`src/sv/swtm_pkg.sv`:
```
// ----------------------------------------------------------------------------
// swtm_pkg: shared constants and types of the sliding window timing metric
// Widths of samples, window sums, products and the divider chain.
// ----------------------------------------------------------------------------
package swtm_pkg;

    localparam int Delay      = 64;
    localparam int SampleBits = 16;
    localparam int PtrBits    = (Delay > 1) ? $clog2(Delay) : 1;
    localparam int SumBits    = SampleBits + $clog2(Delay) + 1;
    localparam int EnSumBits  = SampleBits + $clog2(Delay);
    localparam int MagBits    = SumBits - 1;
    localparam int NumBits    = 2 * MagBits + 1 + 12;
    localparam int DenBits    = 2 * EnSumBits;
    localparam int MetricBits = 16;
    // room for den at the top quotient weight, plus a borrow bit
    localparam int RemBits    = ((NumBits > DenBits + MetricBits - 1) ?
                                 NumBits : DenBits + MetricBits - 1) + 1;
    localparam int CellCount  = MetricBits;

    // data handed from one divider cell to the next
    typedef struct packed {
        logic                  valid;
        logic                  zero;
        logic [NumBits-1:0]    rem;
        logic [DenBits-1:0]    den;
        logic [MetricBits-1:0] quo;
    } div_stage_t;

endpackage

```
`src/sv/swtm_div_cell.sv`:
```
// ----------------------------------------------------------------------------
// swtm_div_cell: one restoring division step of the metric divider chain
// Resolves one quotient bit and hands the partial remainder onward.
// ----------------------------------------------------------------------------
module swtm_div_cell (
    input  logic                     clk,
    input  logic                     rst_n,
    input  logic                     en,
    input  logic [3:0]               bit_idx,
    input  swtm_pkg::div_stage_t     prev,
    output swtm_pkg::div_stage_t     next
);

    swtm_pkg::div_stage_t next_reg;
    swtm_pkg::div_stage_t next_next;
    logic [swtm_pkg::RemBits-1:0] shifted_den;
    logic [swtm_pkg::RemBits-1:0] diff;

    // trial subtract of den shifted by the bit weight
    always_comb
    begin
        shifted_den = swtm_pkg::RemBits'(prev.den) << bit_idx;
        diff        = swtm_pkg::RemBits'(prev.rem) - shifted_den;
        next_next   = prev;
        if (!diff[swtm_pkg::RemBits-1] && !prev.zero)
        begin
            next_next.rem          = diff[swtm_pkg::NumBits-1:0];
            next_next.quo[bit_idx] = 1'b1;
        end
    end

    // stage register, advances when the chain moves
    always_ff @(posedge clk or negedge rst_n)
    begin
        if (!rst_n)
        begin
            next_reg <= '0;
        end
        else if (en)
        begin
            next_reg <= next_next;
        end
    end

    assign next = next_reg;

endmodule

```
`config.mk`:
```
export PLATFORM = sky130hd
export DESIGN_NAME = swtm_div_cell
export DESIGN_NICKNAME = d
export VERILOG_FILES = /design/src/sv/swtm_pkg.sv /design/src/sv/swtm_div_cell.sv
export SDC_FILE = /design/constraint.sdc
export NUM_CORES = 1
export LEC_CHECK = 0
export BUFFER_PORTS_ARGS = -buffer_cell sky130_fd_sc_hd__buf_4
export CORE_MARGIN = 2
export CORE_UTILIZATION = 40
export CTS_BUF_LIST = sky130_fd_sc_hd__clkbuf_4
export DETAILED_ROUTE_END_ITERATION = 10
export PLACE_DENSITY_LB_ADDON = 0.3
export SETUP_SLACK_MARGIN = 0.3
export SYNTH_ARGS = -nofsm -noshare
export SYNTH_HDL_FRONTEND = slang
export SYNTH_SLANG_ARGS = --single-unit
```
`constraint.sdc`:
```
create_clock -name clk -period 2.3 [get_ports clk]
set_clock_uncertainty 0.2 [all_clocks]
set_input_delay 0.345 -clock clk [delete_from_list [all_inputs] [get_ports clk]]
set_output_delay 0.345 -clock clk [all_outputs]
set_load 0.005 [all_outputs]
```
## After elaboration in Yosys (flattened, before gate mapping)

Index checks and enable logic that the tools add are counted.

- Bitwise gates (word level): 1
- Equality and inequality tests: 0
- Reductions and logical operators: 4
- Order comparisons: 2
- Muxes and demuxes: 4
- Multipliers: 0
- Shift-type cells: 1
- Div/mod/pow operators: 0
- Add/subtract/negate cells: 1

Operator list:

| cell | count |
|---|---|
| left shift 44 x 4 -> 60 bit | 1 |
| subtractor 57 x 60 -> 60 bit | 1 |
| two-way mux 57 bit | 1 |
| two-way mux 16 bit | 1 |
| bitwise OR 16 bit | 1 |
| < comparator 4 x 5 -> 1 bit (second input constant) | 1 |
| demux 1 bit (select 4 bit) | 1 |
| >= comparator 4 x 1 -> 1 bit (second input constant) | 1 |
| logical AND 1 bit | 2 |
| logical NOT 1 bit | 2 |
| two-way mux 1 bit | 1 |

- Bits in latches: 0
- Word-level logic and storage cells: 18
- Memory bits (read-only): 0
- Memory bits (writable): 0
- Register bits after elaboration: 119
- Input bits: 126
- Memories: 0

## Depth between registers and ports, before layout

Gate-level depths: netlist of run 1.

- Depth after elaboration: 6
- Mapped depth: 24

## Worst setup path before layout of run 1

Ideal clock, no wire load.

- Path type: input port to flip-flop
- From: input port bit_idx[0]
- To: register next_reg, in the netlist next[3]
- Library setup time: 137 ps
- Stages: 20
- Buffers on the path: 6
- Data required time: 1963 ps
- Path slack: -2414 ps
- Arrival time: 4377 ps
- Cells stage by stage: clkbuf_1 -> buf_2 -> clkbuf_1 -> nand2_1 -> o21ai_0 -> mux2i_1 -> or2_2 -> ha_1 -> a21o_1 -> a221o_1 -> a21o_1 -> nor3_1 -> nor2_1 -> o21a_1 -> or2_1 -> buf_6 -> buf_6 -> buf_6 -> a31oi_1 -> a21oi_1

- Longest elaborated chain between the ends: 6
- Elaborated cells between the ends (all ways): 11
- Classes of those cells: 1 x add/sub; 2 x order compare; 1 x shift; 3 x mux; 1 x bitwise; 3 x reduce/logical

Ends and longest elaborated chain:

| element | line | text |
|---|---|---|
| start, declared | swtm_div_cell.sv:9 | `input logic [3:0] bit_idx,` |
| parallel branches: the longest is 5 deep, another holds subtractor 57 x 60 -> 60 bit | -- |  |
| two-way mux 16 bit (*) | swtm_div_cell.sv:25 | `if (!diff[swtm_pkg::RemBits-1] && !prev.zero)` |
| end signal, assigned | swtm_div_cell.sv:41 | `next_reg <= next_next;` |
| end, declared | swtm_div_cell.sv:14 | `swtm_pkg::div_stage_t next_reg;` |

Every way passes the cells marked *.
A chain may end at the register's enable or synchronous reset.

## Worst setup path after layout of run 1

- From: input port bit_idx[0]
- To: register next_reg, in the netlist next[5]

Same word-level chain as after synthesis.

==> run summary, run 1 <==
arrival time of the worst setup path - 4.20 ns
Synth-to-Final Area Change - 79.8%
Mapped Nets - 1406
die width - 166 µm
Routed WL per cell - 19.9 µm
DR vias/cell - 5.60
PwrDens - 536 nW/µm²
fmax - 0.257 GHz
layout cells sized above 1 - 50.4%
TritonCTS clock tree - done
Initial Util - 40.5%
top_reg_cell synth - dfrtp_1
first-pass GRT wire length - 69300 µm
Max FO, Critical Path - 8
peak per-stage delay on the critical path - 0.37 ns
post-route ant nets - 0
Port Buf Inserts - 244
Leak - 8.52 nW
pin count of the biggest net entering global routing - 54
run status - complete, but fails checks
number of core rows - 59
largest family of logic cells by synthesized area - compound AO/OA/AOI/OAI gates
Cells after Synth - 1220
hold path depth - 4
Post-synth EDFFs - 0
Pre-antenna DRT Iters - 6
#FFs+latches synth - 119
Longest Clk Path Bufs - 2
Initial DRC Count - 1063
Reg2Reg Depth - 2
Final Critical Period - 3.90 ns
VDD IR-drop max - 0.342 mV
routed via count - 12900
CP top delay family - compound AO/OA/AOI/OAI gates
Placer Congestion - 0.990
maxcap violations - 0
Reg clk slew, reported paths - 0.16 ns
final core occ - 72.8%
Netlist Area Pre-Place - 10500 µm²
antenna violations before repair - 3
Crit Reg-Reg Endpoint - next[42]
htree depth - 4
Final Hold Violating Endpoints - 1
Placeable Area - 25900 µm²
register area share after synthesis - 28.4%
Root Buffer - clkbuf_4
Worst Setup Start Kind - primary input
worst skew pair latency - 0.61 ns
Post-synth ARST share - 100%
Final Cycle Share - 169%
post-detail-place hpwl - 30700 µm
Slowest-stage cell, CP - mux2_2
Synth Area in Simple Gates - 15.9%
die height - 166 µm
Synth Area in XOR/XNOR - 4.18%
max FFs per register - 119
reg2reg start - next[42]
Hold Slack - -0.00357 ns
average cell area after synthesis - 8.59 µm²
Crit. End Element - flop
violated checks - hold timing, setup timing
Setup WS post-layout - -1.60 ns
Compound-Gate Fraction of Synth Area - 19.7%
clock sink total - 119
Synth cell types - 73
Slew headroom - 51.2%
Setup-failing EPs final - 73
Total GRT Usage - 31.3%
WS Path Type - in -> reg
max-slew violations - 0
HP Class - in -> reg
hold endpoint - next[84]
synth warn - 0
reg2reg setup slack - 0.74 ns
CP Buf/Inv Count - 6
Post-Synth Adder-Cell Area - 7.23%
mux cell area share after synthesis - 19.7%
DRC Markers - 0
TritonCTS buffer count - 17
# IOs - 245
Die ar. - 27500 µm²
GRT overflow - 0
RSZ-0062 raised after global routing - yes
CP Cell Sequence - buf_12, buf_8, buf_8, mux2_2, o21ai_1, o21ai_2, a32oi_1, ha_1, nand2_1, o21ai_2, a221o_1, a21o_1, nor3_2, nor2_1, o21a_1, buf_6, or2_4, buf_12, buf_16, a31oi_1, a21oi_1
drt total wl - 45700 µm
Worst-Margin Slew - 0.729 ns
final net count - 2132
vias in the first global route - 12900
hold_sp - prev[84]
Req. time, crit path - 2.60 ns
## kinds of logic (layout without fill, tap and decap cells)
family          after synthesis  in the layout
simple gates                364            365
mux                         162            162
flops                       119            119
buf+inv                     119            857
fa+ha+maj                    60             60
xor+xnor                     50             50
other cells                   0              4
compound gates              346            346
## worst max path at each step
stage | slack [ns] | cells after the start | from | end
final | -1.60 | 21 | bit_idx[0] | next[5]
after global routing | -1.65 | 21 | bit_idx[0] | next[5]
after CTS | -1.33 | 18 | bit_idx[0] | next[109]
after detailed placement | -2.42 | 17 | bit_idx[0] | next[105]
after global placement | -2.30 | 17 | bit_idx[0] | next[105]
after floorplan | -1.69 | 19 | bit_idx[0] | next[3]
## cell type report
type	instances	area, µm²
flip-flops and latches	119	2980
well taps	335	419
clock buffers	17	128
repair buffers	787	6700
inverters	38	143
multi-input cells	983	8320
fillers	1864	7060
clock inverters	15	153
diodes	4	10.0
## cell usage after synthesis, types with 9 or more instances
master	instances	area share, %
buf_2	10	0.48
a21o_1	23	1.6
o21ai_0	58	2.8
mux2_2	55	5.9
a31oi_1	44	2.6
inv_1	35	1.3
and3_1	10	0.60
nor3_1	11	0.53
xor2_1	24	2.0
a21oi_1	147	7.0
mux2i_1	77	7.4
a211oi_1	10	0.72
ha_1	59	7.0
nand4_1	20	1.2
mux4_2	30	6.4
nand2_1	127	4.5
xnor2_1	26	2.2
clkbuf_1	53	1.9
o21a_1	11	0.79
dfrtp_1	119	28
nor2_1	130	4.7
nor2b_1	13	0.78
buf_1	9	0.32
## power breakdown
group | switching, mW | leakage, nW | internal (mW)
Combinational | 2.71 | 7.02 | 3.12
Sequential | 0.175 | 1.36 | 2.37
Clock | 1.08 | 0.144 | 0.648
Total | 3.96 | 8.52 | 6.14
## per-stage QoR
stage                     setup TNS, ns  total power [mW]  setup WS (ns)  cell area, µm²  cells
after global placement          -154.81              7.09          -2.30           15200   2065
after CTS                        -88.91              9.69          -1.33           18300   2286
after detailed placement        -158.30              7.15          -2.42           15200   2065
after global routing            -114.03              10.6          -1.65           18900   2298
final                           -108.69              10.1          -1.60           18900   2298
after floorplan                 -116.99              4.78          -1.69           10600   1220
## routing by layer
metal / share of wire (%) / vias to the layer above / track usage (%)
met3: 6.6 / 167 / 5.77
met2: 47 / 610 / 51.7
met4: 5.0 / 0 / 11.9
met1: 42 / 6185 / 41.0
li1: - / 5915 / -
met5: 0 / - / 0
## worst reg2reg max path, cell delays in order, from the launching register on
cell	delay [ns]
dfrtp_1	0.41
mux2_2	0.27
dlygate4sd3_1	0.57
## placed cells by master, fill, tap and decap left out, types with 12 or more instances in the layout
cell           instances
a21oi_2               36
buf_6                 21
dfrtp_1              119
a31oi_1               27
xor2_1                22
o21ai_1               17
mux2i_2               20
mux4_2                30
nor2b_1               12
buf_4                611
xnor2_1               26
mux2i_1               51
ha_1                  32
buf_12                20
nand2_1              115
nor2_1               120
dlygate4sd3_1        125
ha_4                  23
nand4_1               20
a31oi_4               13
o21ai_2               21
a21o_1                23
mux2_2                51
a21oi_1              107
clkbuf_4              17
inv_1                 32
o21ai_0               24
## timing repair
item | 4_1_cts | 5_1_grt
setup buffers | 57 | 8
gates cloned | 7 | 0
hold endpoints to repair | 233 | 0
setup endpoints to repair | 73 | 73
gates resized for setup | 212 | 90
pin swaps | 143 | 32
hold buffers | 125 | 0
Note: power is estimated with default switching activity, not from simulation.
==> inputs of run 2 (changes only) <==
--- a/config.mk
+++ b/config.mk
@@ -6,6 +6,7 @@
 export NUM_CORES = 1
 export LEC_CHECK = 0
 export BUFFER_PORTS_ARGS = -buffer_cell sky130_fd_sc_hd__buf_4
+export CORE_ASPECT_RATIO = 2
 export CORE_MARGIN = 2
 export CORE_UTILIZATION = 40
 export CTS_BUF_LIST = sky130_fd_sc_hd__clkbuf_4
==> run 2 against run 1 <==
Net effect:
- the flow still finishes with violations (hold timing, setup timing)
- global-route usage up 1.3 points
- clock power up 4%
- final cell count down 0.52%
- critical path depth unchanged
- combinational power down 2%
- cell area down 1.6%
- highest routed layer unchanged
- register-to-register slack about the same
- hold slack worse by 0.019 ns
- utilization down 0.74 points
- sequential share of layout area up 0.26 points
- first-iteration DRC count down 32%
==> run summary, run 2 (synthesis gave the netlist of run 1 again) <==
PwrDens - 541 nW/µm² (was 536 nW/µm²)
reg2reg start - next[49] (was next[42])
TritonCTS buffer count - 17 (unchanged)
routed via count - 12800 (was 12900)
Clock Power Share - 17.9% (was 17.1%)
fmax - 0.275 GHz (was 0.257 GHz)
total negative slack - -88.45 ns (was -108.69 ns)
clock sink total - 119 (unchanged)
Placeable Area - 25800 µm² (was 25900 µm²)
Leak - 8.43 nW (was 8.52 nW)
Reg2Reg Depth - 2 (unchanged)
die width - 118 µm (was 166 µm)
Filler Cell Count - 1933 (was 1864)
Root Buffer - clkbuf_4 (unchanged)
first-pass GRT wire length - 69500 µm (was 69300 µm)
WS Path Type - in -> reg (unchanged)
drt total wl - 46800 µm (was 45700 µm)
most frequent cells in the layout - buf_4, dlygate4sd3_1, dfrtp_1 (was buf_4, dlygate4sd3_1, nor2_1)
Max FO, Critical Path - 10 (was 8)
final net count - 2118 (was 2132)
GRT overflow - 0 (unchanged)
reg2reg setup slack - 0.73 ns (was 0.74 ns)
CP startpoint - bit_idx[0] (unchanged)
worst skew pair latency - 0.63 ns (was 0.61 ns)
Internal Power - 6.25 mW (was 6.14 mW)
Design Area, Final - 18500 µm² (was 18900 µm²)
Routed WL per cell - 20.5 µm (was 19.9 µm)
Longest Clk Path Bufs - 2 (unchanged)
number of core rows - 83 (was 59)
htree depth - 4 (unchanged)
Port Buf Inserts - 244 (unchanged)
DP Area - 15200 µm² (about the same)
switching part of the total - 37.7% (was 39.2%)
RSZ-0062 raised after global routing - yes (unchanged)
Synth-to-Final Area Change - 76.9% (was 79.8%)
# IOs - 245 (unchanged)
final cell count without fillers - 2286 (was 2298)
post-detail-place hpwl - 33700 µm (was 30700 µm)
most common cell after layout, fill and taps aside - buf_4 (unchanged)
Final Hold Violating Endpoints - 23 (was 1)
Placer Congestion - 1.01 (was 0.990)
DR vias/cell - 5.61 (was 5.60)
Inst Count DP - 2071 (was 2065)
post-route ant nets - 0 (unchanged)
Final Critical Period - 3.64 ns (was 3.90 ns)
layout cells sized above 1 - 49.0% (was 50.4%)
Hold Slack - -0.0221 ns (was -0.00357 ns)
max FFs per register - 119 (unchanged)
final core occ - 72.0% (was 72.8%)
Die ar. - 27600 µm² (was 27500 µm²)
Worst-Margin Slew - 0.593 ns (was 0.729 ns)
Total GRT Usage - 32.7% (was 31.3%)
HP Class - in -> async (was in -> reg)
Reg clk slew, reported paths - 0.12 ns (was 0.16 ns)
run status - complete, but fails checks (unchanged)
Worst Setup Start Kind - primary input (unchanged)
Psw - 3.79 mW (was 3.96 mW)
pin count of the biggest net entering global routing - 51 (was 54)
arrival time of the worst setup path - 3.95 ns (was 4.20 ns)
Pre-antenna DRT Iters - 5 (was 6)
Overall Power - 10.0 mW (was 10.1 mW)
Slew headroom - 60.3% (was 51.2%)
Setup WS post-layout - -1.34 ns (was -1.60 ns)
vias in the first global route - 13300 (was 12900)
maxcap violations - 0 (unchanged)
Setup-failing EPs final - 73 (unchanged)
TritonCTS clock tree - done (unchanged)
VDD IR-drop max - 0.530 mV (was 0.342 mV)
Crit. End Element - flop (unchanged)
Req. time, crit path - 2.62 ns (was 2.60 ns)
max-slew violations - 0 (unchanged)
violated checks - hold timing, setup timing (unchanged)
worst slack, placed - -2.30 ns (was -2.42 ns)
Initial Util - 40.7% (was 40.5%)
antenna violations before repair - 1 (was 3)
Crit Reg-Reg Endpoint - next[49] (was next[42])
die height - 233 µm (was 166 µm)
Initial DRC Count - 721 (was 1063)
Comb power frac - 56.8% (was 57.7%)
sequential share of power - 25.3% (was 25.2%)
DRC Markers - 0 (unchanged)
Final Cycle Share - 158% (was 169%)
-- run 2: layout make-up --
class | instances | area (µm²) | share of cell area, %
antenna | 1 | 2.50 | 0.0135
sequential | 119 | 2980 | 16.1
timing repair buffer | 773 | 6550 | 35.3
clock buffer | 18 | 135 | 0.729
multi-input combinational | 983 | 8130 | 43.8
inverter | 38 | 143 | 0.769
tap | 340 | 425 | 2.29
clock inverter | 14 | 183 | 0.985
-- run 2: worst max-delay path by stage --
stage                     slack [ns]  depth (start not counted)   endpoint
final                          -1.34                         21  next[113]
after global routing           -1.44                         20  next[116]
after CTS                      -1.25                         20  next[101]
after detailed placement       -2.30                         18  next[113]
after global placement         -2.23                         18  next[105]
after floorplan                -1.69                         19    next[3]
-- run 2: worst max-delay path, stage by stage --
cell and delay (ns):
buf_12 0.12, buf_12 0.14, mux4_2 0.36, nand2_1 0.10, and3_1 0.18, a21oi_1 0.15
inv_1 0.09, ha_1 0.31, buf_4 0.17, nand2_2 0.08, nor2_4 0.10, nand2_2 0.08
or4_4 0.54, a21oi_2 0.12, nor3_2 0.05, buf_4 0.15, o31ai_4 0.29, buf_4 0.17
a21oi_2 0.05, xor2_1 0.22, o21ai_2 0.10
-- run 2: what timing repair did --
action | 4_1_cts | 5_1_grt
setup endpoints to repair | 73 | 96
endpoints found under the hold margin | 237 | 0
setup buffers | 29 | 12
resized for setup | 121 | 157
cloned | 4 | 3
pin swaps | 68 | 78
hold buffers | 135 | 0
-- run 2: per-layer routing --
layer	global-route usage, %	wire (µm)	vias up
li1	-	-	5895
met1	30.3	15400	6200
met2	61.6	25300	510
met3	5.29	2070	223
met4	26.9	4030	0
met5	0	0	-
-- run 2: power groups by stage --
stage,clock [mW],combinational (mW),sequential [mW]
global placement,0,4.60,2.57
finish,1.80,5.70,2.54
global route,1.91,6.08,2.57
detailed placement,0,4.64,2.58
floorplan,0,2.21,2.57
CTS,1.82,5.19,2.54
==> inputs of run 3 (changes only) <==
--- a/config.mk
+++ b/config.mk
@@ -8,7 +8,7 @@
 export BUFFER_PORTS_ARGS = -buffer_cell sky130_fd_sc_hd__buf_4
 export CORE_ASPECT_RATIO = 2
 export CORE_MARGIN = 2
-export CORE_UTILIZATION = 40
+export CORE_UTILIZATION = 60
 export CTS_BUF_LIST = sky130_fd_sc_hd__clkbuf_4
 export DETAILED_ROUTE_END_ITERATION = 10
 export PLACE_DENSITY_LB_ADDON = 0.3
==> run 3 against run 2 <==
Net effect:
- the run now fails in 4_1_cts
- synthesized area stayed put
- synthesized cell count stayed put
==> run summary, run 3 <==
Root Buffer - clkbuf_4 (unchanged)
Port Buf Inserts - 244 (unchanged)
Initial Util - 61.0% (was 40.7%)
Compound-Gate Fraction of Synth Area - 19.7% (unchanged)
Longest Clk Path Bufs - 2 (unchanged)
Area contributors post-synth - dfrtp_1, mux2i_1, ha_1 (unchanged)
most common cell in the netlist - a21oi_1 (unchanged)
synth warn - 0 (unchanged)
Synth Area in XOR/XNOR - 4.18% (unchanged)
Inst Count DP - 1935 (was 2071)
Post-synth ARST share - 100% (unchanged)
Mapped Nets - 1406 (unchanged)
mux cell area share after synthesis - 19.7% (unchanged)
Post-synth EDFFs - 0 (unchanged)
register area share after synthesis - 28.4% (unchanged)
clock sink total - 119 (unchanged)
Post-Synth Adder-Cell Area - 7.23% (unchanged)
area leader, netlist - dfrtp_1 (unchanged)
Synth cell types - 73 (unchanged)
Setup Fix Bufs, Post-CTS - 22 (was 29)
die width - 97.5 µm (was 118 µm)
Hold-fix buffers, CTS - 114 (was 135)
Halt Stage - 4_1_cts
TritonCTS buffer count - 17 (unchanged)
Synth Area in Simple Gates - 15.9% (unchanged)
largest family of logic cells by synthesized area - compound AO/OA/AOI/OAI gates (unchanged)
die height - 191 µm (was 233 µm)
Netlist Area Pre-Place - 10500 µm² (unchanged)
Cells after Synth - 1220 (unchanged)
top_reg_cell synth - dfrtp_1 (unchanged)
Placer Congestion - 1.05 (was 1.01)
run status - stopped before the end (was complete, but fails checks)
post-synth top area share - 28.4% (unchanged)
commonest cells in the netlist - a21oi_1, nor2_1, nand2_1 (unchanged)
average cell area after synthesis - 8.59 µm² (unchanged)
DP Area - 15000 µm² (was 15200 µm²)
post-detail-place hpwl - 35400 µm (was 33700 µm)
post-CTS sizing - 144 (was 121)
#FFs+latches synth - 119 (unchanged)
# IOs - 245 (unchanged)
htree depth - 4 (unchanged)
tool error - [ERROR DPL-0038] Utilization greater than 100%, impossible to legalize
number of core rows - 68 (was 83)
## run 3: cell counts after synthesis
Identical to the previous run, type by type.
## run 3: per-stage QoR
stage               worst slack [ns]  utilization [%]
global placement               -2.23             87.1
floorplan                      -1.69                -
detailed placement             -2.39             87.1
## run 3: cell families after synthesis
group,count (synthesis)
compound gates,346
xor+xnor,50
fa+ha+maj,60
buf+inv,119
flops,119
mux,162
simple gates,364
==> inputs of run 4 (changes only) <==
==> config.mk (replaced) <==
export PLATFORM = sky130hd
export DESIGN_NAME = swtm_div_cell
export DESIGN_NICKNAME = d
export VERILOG_FILES = /design/src/sv/swtm_pkg.sv /design/src/sv/swtm_div_cell.sv
export SDC_FILE = /design/constraint.sdc
export NUM_CORES = 1
export LEC_CHECK = 0
export BUFFER_PORTS_ARGS = -buffer_cell sky130_fd_sc_hd__buf_4
export CORE_MARGIN = 2
export CORE_UTILIZATION = 40
export DETAILED_ROUTE_END_ITERATION = 10
export PLACE_DENSITY_LB_ADDON = 0.15
export SYNTH_ARGS = -nofsm -noshare
export SYNTH_HDL_FRONTEND = slang
export SYNTH_SLANG_ARGS = --single-unit
==> run 4 against run 3 <==
Net effect:
- the flow now finishes, with violations (hold timing, setup timing)
==> run summary, run 4 (synthesis gave the netlist of run 1 again) <==
run status - complete, but fails checks (was stopped before the end)
violated checks - hold timing, setup timing
HP Class - in -> reg
RSZ-0062 raised after global routing - yes
Worst-Margin Slew - 0.530 ns
most frequent cells in the layout - buf_4, nor2_1, dfrtp_1
TritonCTS buffer count - 17 (unchanged)
pin count of the biggest net entering global routing - 67
worst slack, placed - -2.21 ns (was -2.39 ns)
worst skew pair latency - 0.43 ns
VDD IR-drop max - 0.395 mV
Root Buffer - clkbuf_16 (was clkbuf_4)
htree depth - 4 (unchanged)
Total GRT Usage - 28.3%
Slew headroom - 64.4%
Filler Cell Count - 2048
Setup-failing EPs final - 73
final net count - 1999
Final Cycle Share - 168%
Max FO, Critical Path - 7
Final Critical Period - 3.86 ns
number of core rows - 59 (was 68)
Die ar. - 27500 µm²
antenna violations before repair - 0
Req. time, crit path - 2.42 ns
Design Area, Final - 17700 µm²
die height - 166 µm (was 191 µm)
fmax - 0.259 GHz
Initial Util - 40.5% (was 61.0%)
Initial DRC Count - 936
Pre-antenna DRT Iters - 6
Hold Slack - -0.00126 ns
maxcap violations - 0
first-pass GRT wire length - 62400 µm
DR vias/cell - 5.53
arrival time of the worst setup path - 3.98 ns
post-detail-place hpwl - 29600 µm (was 35400 µm)
layout cells sized above 1 - 49.2%
die width - 166 µm (was 97.5 µm)
Overall Power - 10.8 mW
Port Buf Inserts - 244 (unchanged)
Final Hold Violating Endpoints - 1
Crit. End Element - flop
WS Path Type - in -> reg
post-route ant nets - 0
max-slew violations - 0
# IOs - 245 (unchanged)
DP Area - 14800 µm² (was 15000 µm²)
most common cell after layout, fill and taps aside - buf_4
DRC Markers - 0
TritonCTS clock tree - done
PwrDens - 609 nW/µm²
antenna cells - 0
Synth-to-Final Area Change - 68.6%
Worst Setup Start Kind - primary input
routed via count - 11900
vias in the first global route - 11700
drt total wl - 40700 µm
Leak - 8.03 nW
Reg clk slew, reported paths - 0.07 ns
Longest Clk Path Bufs - 2 (unchanged)
clock sink total - 119 (unchanged)
Placeable Area - 25900 µm²
max FFs per register - 119
Setup WS post-layout - -1.56 ns
Placer Congestion - 0.962 (was 1.05)
GRT overflow - 0
Routed WL per cell - 18.8 µm
==> run 4: worst paths after layout <==
| kind | start | endpoint | slack [ns] | cells past startpoint |
|---|---|---|---|---|
| worst max-delay path | bit_idx[0] | next[7] | -1.56 | 19 |
| worst min-delay path | prev[65] | next[65] | -0.001 | 3 |
| worst max register to register | next[116] | next[116] | 1.21 | 3 |
| worst min register to register | next[39] | next[39] | 0.31 | 1 |
| max in group asynchronous | rst_n | next[13] | 1.32 | 3 |
| min in group asynchronous | rst_n | next[74] | 0.25 | 3 |
==> run 4: cell type report <==
class | instances | area (µm²) | area share, %
clock buffer | 18 | 439 | 2.48
timing repair buffer | 654 | 5460 | 30.9
inverter | 38 | 143 | 0.807
clock inverter | 14 | 164 | 0.927
sequential | 119 | 2980 | 16.8
tap | 335 | 419 | 2.37
multi-input combinational | 983 | 8070 | 45.7
==> run 4: metal layers <==
| metal | track usage (%) | wire (µm) | vias up |
|---|---|---|---|
| met5 | 0 | 0 | - |
| met4 | 11.0 | 1260 | 0 |
| met3 | 5.91 | 2570 | 80 |
| met2 | 42.6 | 18100 | 431 |
| met1 | 39.8 | 18700 | 5782 |
| li1 | - | - | 5652 |
==> run 4: critical path, cell delays in order <==
cell and delay, ns:
buf_12 0.10, buf_12 0.12, mux4_2 0.54, mux2i_2 0.23
buf_4 0.15, or2_4 0.11, ha_4 0.19, a21o_1 0.15
or3_4 0.36, o221a_4 0.24, nand3_4 0.10, a21oi_4 0.08
o2111ai_2 0.24, a21oi_2 0.09, or2_4 0.31, buf_6 0.17
buf_16 0.15, a31oi_2 0.19, a21oi_1 0.10
==> run 4: power breakdown <==
part / leakage (nW) / switching (mW) / internal (mW)
logic: 6.39 / 2.52 / 2.83
registers: 1.36 / 0.160 / 2.37
clock network: 0.287 / 1.23 / 1.66
total: 8.03 / 3.91 / 6.86
==> run 4: timing repair <==
action                                  4_1_cts  5_1_grt
buffers inserted                             26       13
resized for setup                           139      114
pin swaps                                    81       67
endpoints found under the hold margin       181        0
hold buffers                                 63        0
cloned                                        8        1
endpoints found under the setup margin       73       73
==> run 4: per-stage QoR <==
| stage | TNS [ns] | instances | utilization (%) |
|---|---|---|---|
| floorplan | -116.99 | 1220 | - |
| global placement | -147.55 | 2021 | 57.2 |
| detailed placement | -151.76 | 2021 | 57.2 |
| CTS | -104.39 | 2149 | 65.7 |
| global route | -114.14 | 2161 | 68.2 |
| finish | -107.92 | 2161 | 68.2 |
